**src/design/sjfq_pkg.sv**
```systemverilog
// Shared constants, codes and controller/datapath interface types for the SJF ready queue.
package sjfq_pkg;

    localparam int DEPTH = 8;
    localparam int CNT_W = $clog2(DEPTH + 1);

    localparam logic [1:0] CMD_INSERT   = 2'd0;
    localparam logic [1:0] CMD_TICK     = 2'd1;
    localparam logic [1:0] CMD_DISPATCH = 2'd2;

    localparam logic [1:0] STAT_OK    = 2'd0;
    localparam logic [1:0] STAT_FULL  = 2'd1;
    localparam logic [1:0] STAT_EMPTY = 2'd2;

    typedef struct packed {
        logic capture;
        logic exec;
        logic sort_step;
        logic sort_parity;
        logic load_out;
    } ctrl_cmd_t;

    typedef struct packed {
        logic             is_tick;
        logic [CNT_W-1:0] count;
    } dp_status_t;

endpackage

```
**src/design/sjfq_ctrl.sv**
```systemverilog
// Sequencer for the SJF ready queue: handshakes, operation steps and sort passes.
module sjfq_ctrl (
    input  logic                aclk,
    input  logic                aresetn,
    input  logic                s_valid,
    output logic                s_ready,
    output logic                m_valid,
    input  logic                m_ready,
    input  sjfq_pkg::dp_status_t dp_stat,
    output sjfq_pkg::ctrl_cmd_t  dp_cmd
);
    import sjfq_pkg::*;

    localparam logic [1:0] ST_IDLE   = 2'd0;
    localparam logic [1:0] ST_EXEC   = 2'd1;
    localparam logic [1:0] ST_SORT   = 2'd2;
    localparam logic [1:0] ST_FINISH = 2'd3;

    logic [1:0]       state_reg, state_next;
    logic [CNT_W-1:0] pass_reg, pass_next;
    logic             m_valid_reg, m_valid_next;

    assign s_ready = (state_reg == ST_IDLE);
    assign m_valid = m_valid_reg;

    always_comb begin
        state_next   = state_reg;
        pass_next    = pass_reg;
        m_valid_next = m_valid_reg;
        dp_cmd       = '0;
        dp_cmd.sort_parity = pass_reg[0];
        if (m_valid_reg && m_ready) begin
            m_valid_next = 1'b0;
        end
        unique case (state_reg)
            ST_IDLE: begin
                if (s_valid) begin
                    dp_cmd.capture = 1'b1;
                    state_next     = ST_EXEC;
                end
            end
            ST_EXEC: begin
                dp_cmd.exec = 1'b1;
                pass_next   = '0;
                state_next  = dp_stat.is_tick ? ST_SORT : ST_FINISH;
            end
            ST_SORT: begin
                // one odd-even transposition pass per cycle, count passes in all
                if (pass_reg == dp_stat.count) begin
                    state_next = ST_FINISH;
                end else begin
                    dp_cmd.sort_step = 1'b1;
                    pass_next        = pass_reg + 1'b1;
                end
            end
            ST_FINISH: begin
                if (!m_valid_reg || m_ready) begin
                    dp_cmd.load_out = 1'b1;
                    m_valid_next    = 1'b1;
                    state_next      = ST_IDLE;
                end
            end
            default: state_next = ST_IDLE;
        endcase
    end

    always_ff @(posedge aclk) begin
        if (!aresetn) begin
            state_reg   <= ST_IDLE;
            pass_reg    <= '0;
            m_valid_reg <= 1'b0;
        end else begin
            state_reg   <= state_next;
            pass_reg    <= pass_next;
            m_valid_reg <= m_valid_next;
        end
    end

endmodule

```
**src/design/sjfq_dp.sv**
```systemverilog
// Datapath for the SJF ready queue: table lanes, insert/dispatch/age logic, sort pass, result.
module sjfq_dp (
    input  logic                aclk,
    input  logic                aresetn,
    input  sjfq_pkg::ctrl_cmd_t  dp_cmd,
    output sjfq_pkg::dp_status_t dp_stat,
    input  logic [1:0]          s_command,
    input  logic [7:0]          s_job_id,
    input  logic [7:0]          s_burst,
    output logic [1:0]          m_status,
    output logic [7:0]          m_out_job_id,
    output logic [7:0]          m_out_burst,
    output logic [15:0]         m_out_wait,
    output logic [7:0]          m_out_effective,
    output logic [3:0]          m_occupancy
);
    import sjfq_pkg::*;

    logic [7:0]  id_reg    [DEPTH];
    logic [7:0]  id_next   [DEPTH];
    logic [7:0]  burst_reg [DEPTH];
    logic [7:0]  burst_next[DEPTH];
    logic [15:0] wait_reg  [DEPTH];
    logic [15:0] wait_next [DEPTH];
    logic [7:0]  eff_reg   [DEPTH];
    logic [7:0]  eff_next  [DEPTH];
    logic [CNT_W-1:0] count_reg, count_next;

    logic [1:0] cmd_reg;
    logic [7:0] in_id_reg, in_burst_reg;

    logic [1:0]  res_status_reg, res_status_next;
    logic [7:0]  res_id_reg, res_id_next;
    logic [7:0]  res_burst_reg, res_burst_next;
    logic [15:0] res_wait_reg, res_wait_next;
    logic [7:0]  res_eff_reg, res_eff_next;

    logic [1:0]  m_status_reg;
    logic [7:0]  m_id_reg, m_burst_reg, m_eff_reg;
    logic [15:0] m_wait_reg;
    logic [3:0]  m_occ_reg;

    logic [DEPTH-1:0] le;
    logic [DEPTH-1:0] le_sh;
    logic [DEPTH-2:0] swap;
    logic [15:0]      aged_wait[DEPTH];
    logic [15:0]      aged_half[DEPTH];
    logic [7:0]       aged_eff [DEPTH];

    assign dp_stat.is_tick = (cmd_reg == CMD_TICK);
    assign dp_stat.count   = count_reg;

    // per-lane compares and aging
    always_comb begin
        for (int k = 0; k < DEPTH; k++) begin
            le[k] = (CNT_W'(k) < count_reg) && (eff_reg[k] <= in_burst_reg);
            aged_wait[k] = (wait_reg[k] != 16'hFFFF) ? wait_reg[k] + 16'd1 : wait_reg[k];
            aged_half[k] = aged_wait[k] >> 1;
            aged_eff[k]  = ({8'd0, burst_reg[k]} > aged_half[k])
                         ? burst_reg[k] - aged_half[k][7:0] : 8'd1;
        end
        le_sh = {le[DEPTH-2:0], 1'b1};
        for (int k = 0; k < DEPTH - 1; k++) begin
            swap[k] = (1'(k) == dp_cmd.sort_parity) && (CNT_W'(k + 1) < count_reg)
                    && (eff_reg[k] > eff_reg[k+1]);
        end
    end

    always_comb begin
        for (int k = 0; k < DEPTH; k++) begin
            id_next[k]    = id_reg[k];
            burst_next[k] = burst_reg[k];
            wait_next[k]  = wait_reg[k];
            eff_next[k]   = eff_reg[k];
        end
        count_next      = count_reg;
        res_status_next = res_status_reg;
        res_id_next     = res_id_reg;
        res_burst_next  = res_burst_reg;
        res_wait_next   = res_wait_reg;
        res_eff_next    = res_eff_reg;

        if (dp_cmd.exec) begin
            res_status_next = STAT_OK;
            res_id_next     = '0;
            res_burst_next  = '0;
            res_wait_next   = '0;
            res_eff_next    = '0;
            case (cmd_reg)
                CMD_INSERT: begin
                    if (count_reg >= CNT_W'(DEPTH)) begin
                        res_status_next = STAT_FULL;
                    end else begin
                        // entries past the insert point move up one lane
                        for (int k = 1; k < DEPTH; k++) begin
                            if (!le[k] && !le_sh[k]) begin
                                id_next[k]    = id_reg[k-1];
                                burst_next[k] = burst_reg[k-1];
                                wait_next[k]  = wait_reg[k-1];
                                eff_next[k]   = eff_reg[k-1];
                            end
                        end
                        for (int k = 0; k < DEPTH; k++) begin
                            if (!le[k] && le_sh[k]) begin
                                id_next[k]    = in_id_reg;
                                burst_next[k] = in_burst_reg;
                                wait_next[k]  = '0;
                                eff_next[k]   = in_burst_reg;
                            end
                        end
                        count_next = count_reg + 1'b1;
                    end
                end
                CMD_TICK: begin
                    for (int k = 0; k < DEPTH; k++) begin
                        wait_next[k] = aged_wait[k];
                        eff_next[k]  = aged_eff[k];
                    end
                end
                CMD_DISPATCH: begin
                    if (count_reg == '0) begin
                        res_status_next = STAT_EMPTY;
                    end else begin
                        res_id_next    = id_reg[0];
                        res_burst_next = burst_reg[0];
                        res_wait_next  = wait_reg[0];
                        res_eff_next   = eff_reg[0];
                        for (int k = 0; k < DEPTH - 1; k++) begin
                            id_next[k]    = id_reg[k+1];
                            burst_next[k] = burst_reg[k+1];
                            wait_next[k]  = wait_reg[k+1];
                            eff_next[k]   = eff_reg[k+1];
                        end
                        count_next = count_reg - 1'b1;
                    end
                end
                default: ;
            endcase
        end

        if (dp_cmd.sort_step) begin
            for (int k = 0; k < DEPTH - 1; k++) begin
                if (swap[k]) begin
                    id_next[k]      = id_reg[k+1];
                    id_next[k+1]    = id_reg[k];
                    burst_next[k]   = burst_reg[k+1];
                    burst_next[k+1] = burst_reg[k];
                    wait_next[k]    = wait_reg[k+1];
                    wait_next[k+1]  = wait_reg[k];
                    eff_next[k]     = eff_reg[k+1];
                    eff_next[k+1]   = eff_reg[k];
                end
            end
        end
    end

    always_ff @(posedge aclk) begin
        if (!aresetn) begin
            count_reg <= '0;
        end else begin
            count_reg <= count_next;
        end
    end

    always_ff @(posedge aclk) begin
        for (int k = 0; k < DEPTH; k++) begin
            id_reg[k]    <= id_next[k];
            burst_reg[k] <= burst_next[k];
            wait_reg[k]  <= wait_next[k];
            eff_reg[k]   <= eff_next[k];
        end
        if (dp_cmd.capture) begin
            cmd_reg      <= s_command;
            in_id_reg    <= s_job_id;
            in_burst_reg <= s_burst;
        end
        res_status_reg <= res_status_next;
        res_id_reg     <= res_id_next;
        res_burst_reg  <= res_burst_next;
        res_wait_reg   <= res_wait_next;
        res_eff_reg    <= res_eff_next;
        if (dp_cmd.load_out) begin
            m_status_reg <= res_status_reg;
            m_id_reg     <= res_id_reg;
            m_burst_reg  <= res_burst_reg;
            m_wait_reg   <= res_wait_reg;
            m_eff_reg    <= res_eff_reg;
            m_occ_reg    <= 4'(count_reg);
        end
    end

    assign m_status        = m_status_reg;
    assign m_out_job_id    = m_id_reg;
    assign m_out_burst     = m_burst_reg;
    assign m_out_wait      = m_wait_reg;
    assign m_out_effective = m_eff_reg;
    assign m_occupancy     = m_occ_reg;

endmodule

```
**src/design/sjf_aging_ready_queue.sv**
```systemverilog
// Top level of the shortest-job-first ready queue with aging.
//
// Input channel (s_valid/s_ready) carries one command per transaction:
// insert a job (s_job_id, s_burst), age all entries, or dispatch the head.
// Every command yields exactly one result transaction on m_valid/m_ready:
// status, the dispatched job's fields (zero unless a job left the table)
// and the occupancy after the command.
// After the accepting edge, insert, dispatch and the spare code go through
// the EXEC and FINISH states before m_valid rises; an aging tick also runs
// SORT between them, one odd-even transposition pass per cycle and count
// passes in all, where count is the number of entries held.
// One command is worked on at a time; s_ready rises again as soon as the
// result has been handed to the output register, so the next command can be
// accepted while the previous result still waits to be taken.
// If the receiver stalls with a result pending, a finished command holds
// in place until the output register frees up.
// Reset (aresetn low, synchronous) empties the table and drops m_valid;
// no clearing pass is needed.
module sjf_aging_ready_queue (
    input  logic        aclk,
    input  logic        aresetn,
    input  logic        s_valid,
    output logic        s_ready,
    input  logic [1:0]  s_command,
    input  logic [7:0]  s_job_id,
    input  logic [7:0]  s_burst,
    output logic        m_valid,
    input  logic        m_ready,
    output logic [1:0]  m_status,
    output logic [7:0]  m_out_job_id,
    output logic [7:0]  m_out_burst,
    output logic [15:0] m_out_wait,
    output logic [7:0]  m_out_effective,
    output logic [3:0]  m_occupancy
);
    import sjfq_pkg::*;

    ctrl_cmd_t  dp_cmd;
    dp_status_t dp_stat;

    sjfq_ctrl u_ctrl (
        .aclk    (aclk),
        .aresetn (aresetn),
        .s_valid (s_valid),
        .s_ready (s_ready),
        .m_valid (m_valid),
        .m_ready (m_ready),
        .dp_stat (dp_stat),
        .dp_cmd  (dp_cmd)
    );

    sjfq_dp u_dp (
        .aclk            (aclk),
        .aresetn         (aresetn),
        .dp_cmd          (dp_cmd),
        .dp_stat         (dp_stat),
        .s_command       (s_command),
        .s_job_id        (s_job_id),
        .s_burst         (s_burst),
        .m_status        (m_status),
        .m_out_job_id    (m_out_job_id),
        .m_out_burst     (m_out_burst),
        .m_out_wait      (m_out_wait),
        .m_out_effective (m_out_effective),
        .m_occupancy     (m_occupancy)
    );

endmodule
```
**config.mk**
```make
export PLATFORM = sky130hd
export DESIGN_NAME = sjf_aging_ready_queue
export DESIGN_NICKNAME = d
export VERILOG_FILES = /design/src/design/sjfq_pkg.sv /design/src/design/sjfq_ctrl.sv /design/src/design/sjfq_dp.sv /design/src/design/sjf_aging_ready_queue.sv
export SDC_FILE = /design/constraint.sdc
export NUM_CORES = 2
export LEC_CHECK = 0
export ABC_AREA = 1
export BUFFER_PORTS_ARGS = -buffer_cell sky130_fd_sc_hd__buf_2
export CAP_MARGIN = 40
export CORE_MARGIN = 2
export CORE_UTILIZATION = 30
export CTS_CLUSTER_SIZE = 8
export DETAILED_ROUTE_END_ITERATION = 10
export PLACE_DENSITY_LB_ADDON = 0.15
export SLEW_MARGIN = 5
export SYNTH_ARGS = -nofsm -noshare
export SYNTH_HDL_FRONTEND = slang
export SYNTH_SLANG_ARGS = --single-unit
```
**constraint.sdc**
```tcl
create_clock -name aclk -period 4.63 [get_ports aclk]
set_clock_uncertainty 0.05 [all_clocks]
set_input_delay 0.6945 -clock aclk [delete_from_list [all_inputs] [get_ports aclk]]
set_output_delay 0.6945 -clock aclk [all_outputs]
set_load 0.01 [all_outputs]
```
==> results.txt <==
post-route cell area -> 0.0422 mm2
die width -> 358 um
most frequent cells in the layout -> nand2_1 (1184), inv_1 (568), o21ai_0 (565)
Antenna Nets Post-Route -> 0
Synthesized Nets -> 5935
Gate Count Post-Synth -> 5705
startpoint types -> flip-flop
RR Startpoint -> u_dp.in_burst_reg[1]
Congestion Overflow GR -> 0
min Tclk post-route -> 4.37 ns
Async SR Flop Fraction -> 0
f_max -> 0.229 GHz
top post-synthesis cells by area -> dfxtp_1 (18%), nand2_1 (12%), edfxtp_1 (8.5%)
maximum vdd drop -> 302 uV
clock sink count -> 437
Slew @ Worst Pin -> 1.12 ns
vias in the first global route -> 41200
Yosys reg bits -> 437
drt first pass iters -> 6
Hold EP -> u_dp.in_burst_reg[4]
Crit path arrival time -> 4.88 ns
synth-to-layout area growth -> 12.3%
Post-Syn Area -> 0.0376 mm2
global routing's busiest layer -> met2
DRC -> 0
yosys warns -> 0
routability congestion estimate -> 0.986
CP max-delay cell -> edfxtp_1
# IOs -> 70
Resized Gates After CTS -> 0
top cell type's share of synthesized area -> 0.176
status -> complete, no violations
Synth area leader -> dfxtp_1
sequential area share after synthesis -> 0.261
max FFs per register -> 128
Hold Crit Depth -> 1
CTS Buf Count -> 68
final hold violations -> 0
routing usage on met2 -> 0.472
Max clock buf depth -> 3
post-CTS setup buffer count -> 0
nets -> 5917
clock slew seen by the registers of the worst setup and hold paths -> 0.06 ns
Post-synth EDFFs -> 106
Skew-Pair Late Insertion Delay -> 0.66 ns
Die Span Y -> 358 um
fill cell count -> 13700
Min-Delay Path Class -> in -> reg
Slew Limit Headroom -> 0.253
first-pass GRT wire length -> 288000 um
Initial Util -> 0.303
Setup violations, final -> 0
total leakage power -> 17.1 nW
CP Capture Type -> flip-flop
commonest non-fill, non-tap cell in the layout -> nand2_1
CTS tree -> built
largest net degree at the start of global routing -> 145
Final period util -> 0.944
Reg2Reg Capture Point -> u_dp.eff_reg[0][0]
Max-Cap Viols -> 0
post-DR vias/cell -> 5.96
Top FF cell, synth -> dfxtp_1
RSZ-0062 raised after global routing -> false
crit-path cells -> inv_1 > buf_4 > ha_1 > nand2_1 > nand2_1 > nand2_1 > nand2_1 > nand2_1 > nand2_1 > nand2_1 > nand2_2 > nand2_2 > nand2_1 > nand2_1 > inv_1 > nor2_1 > o21ai_0 > nand3b_1 > nand2_1 > inv_1
Core Area -> 0.124 mm2
CP dominant cell by count -> nand2_1
H-tree depth -> 3
R2R depth -> 20
initial antenna violation count -> 7
reg-to-reg slack, setup -> 0.26 ns
Die Footprint -> 0.128 mm2
proportion of layout cells with a drive suffix above 1 -> 0.0885
Final Max Tran Viols -> 0
CTS root buf -> clkbuf_16
met3 GRT Util -> 0.0439
input/output buffers -> 69
required time worst endpoint -> 5.14 ns
initial drt markers -> 5680
site row count -> 129
hold buffer count at cts -> 0
kind of critical path -> reg -> reg
crit-path max FO -> 12
Post-Syn Area per Cell -> 6.59 um2
Overall Global Routing Usage -> 0.303
Crit path largest cell delay -> 0.80 ns
Yosys cell types -> 66
DP Wirelength -> 146000 um
Pwr Density -> 740 mW/mm2
Placed Area -> 0.0401 mm2
setup_tns -> 0 ns
total number of vias -> 44000
final wirelength -> 201000 um
hold path startpoint -> s_burst[4]
drt wl/cell -> 27.3 um
met1 Use GR -> 0.403
[worst max path at each step]
stage                                    start                  end  slack, ns  depth (start not counted)
final                     u_dp.in_burst_reg[1]   u_dp.eff_reg[0][0]       0.26                         20
after global routing      u_dp.wait_reg[1][48]   u_dp.eff_reg[7][1]       0.06                         21
after CTS                 u_dp.in_burst_reg[1]   u_dp.eff_reg[0][0]       0.38                         20
after detailed placement  u_dp.in_burst_reg[1]   u_dp.eff_reg[0][0]       0.38                         20
after global placement    u_dp.in_burst_reg[1]   u_dp.eff_reg[0][0]       0.31                         20
after floorplan                        m_ready  u_dp.m_occupancy[0]       1.14                          2
[power breakdown]
group / total, W / switching (W) / internal, W / leakage [nW]
sequential: 0.00825 / 0.00282 / 0.00543 / 3.73
combinational: 0.0179 / 0.0122 / 0.00572 / 12.3
clock: 0.00506 / 0.00217 / 0.00289 / 0.994
[worst max-delay path: cells and delay by family, from the launching register on]
kind / cells / cell delay [ns]
AOI/OAI and AO/OA: 1 / 0.16
DFF: 1 / 0.80
buffers and inverters: 4 / 1.32
adders and majority gates: 1 / 0.30
and+or+nand+nor: 14 / 1.60
[cell usage after synthesis, drive strengths merged (100+ instances only)]
library cell	count
a21oi	395
a22oi	100
buf	200
clkbuf	157
dfxtp	331
edfxtp	106
ha	200
inv	607
nand2	1211
nand3	369
nand4	105
nor2	495
o21ai	610
o22ai	190
[kinds of logic after synthesis]
group	Yosys count	synth area share
AO/OA/AOI/OAI	1738	0.284
XOR/XNOR	70	0.0163
adder cells (fa/ha/maj)	208	0.0709
buffers and inverters	968	0.105
flip-flops	437	0.261
AND/OR/NAND/NOR	2284	0.262
[layer usage]
metal  up-vias  routed length, um
met5         -                  0
met4         0              11800
met3       484              16400
met2      2399              88200
met1     21000              84700
li1      20100                  -
[cell type report]
type | instances | area, um2 | area share
antenna | 1 | 2.50 | 0.0000593
clock buffer | 113 | 1950 | 0.0463
clock inverter | 8 | 111 | 0.00264
inverter | 611 | 2310 | 0.0547
multi-input combinational | 4300 | 23900 | 0.566
sequential | 437 | 9810 | 0.233
tap | 1637 | 2050 | 0.0486
timing repair buffer | 269 | 2080 | 0.0492
[per-stage QoR]
stage | total power, W | hold slack (ns) | util | cells | setup WS [ns]
finish | 0.0312 | 0.162 | 0.340 | 7376 | 0.259
global route | 0.0330 | 0.142 | 0.340 | 7375 | 0.0614
CTS | 0.0307 | 0.128 | 0.340 | 7375 | 0.383
detailed placement | 0.0255 | 0.355 | 0.324 | 7254 | 0.385
global placement | 0.0256 | 0.351 | 0.323 | 7249 | 0.307
floorplan | 0.0184 | 0.350 | - | 5705 | 1.14
No activity file was read; power rests on OpenSTA's default activity.
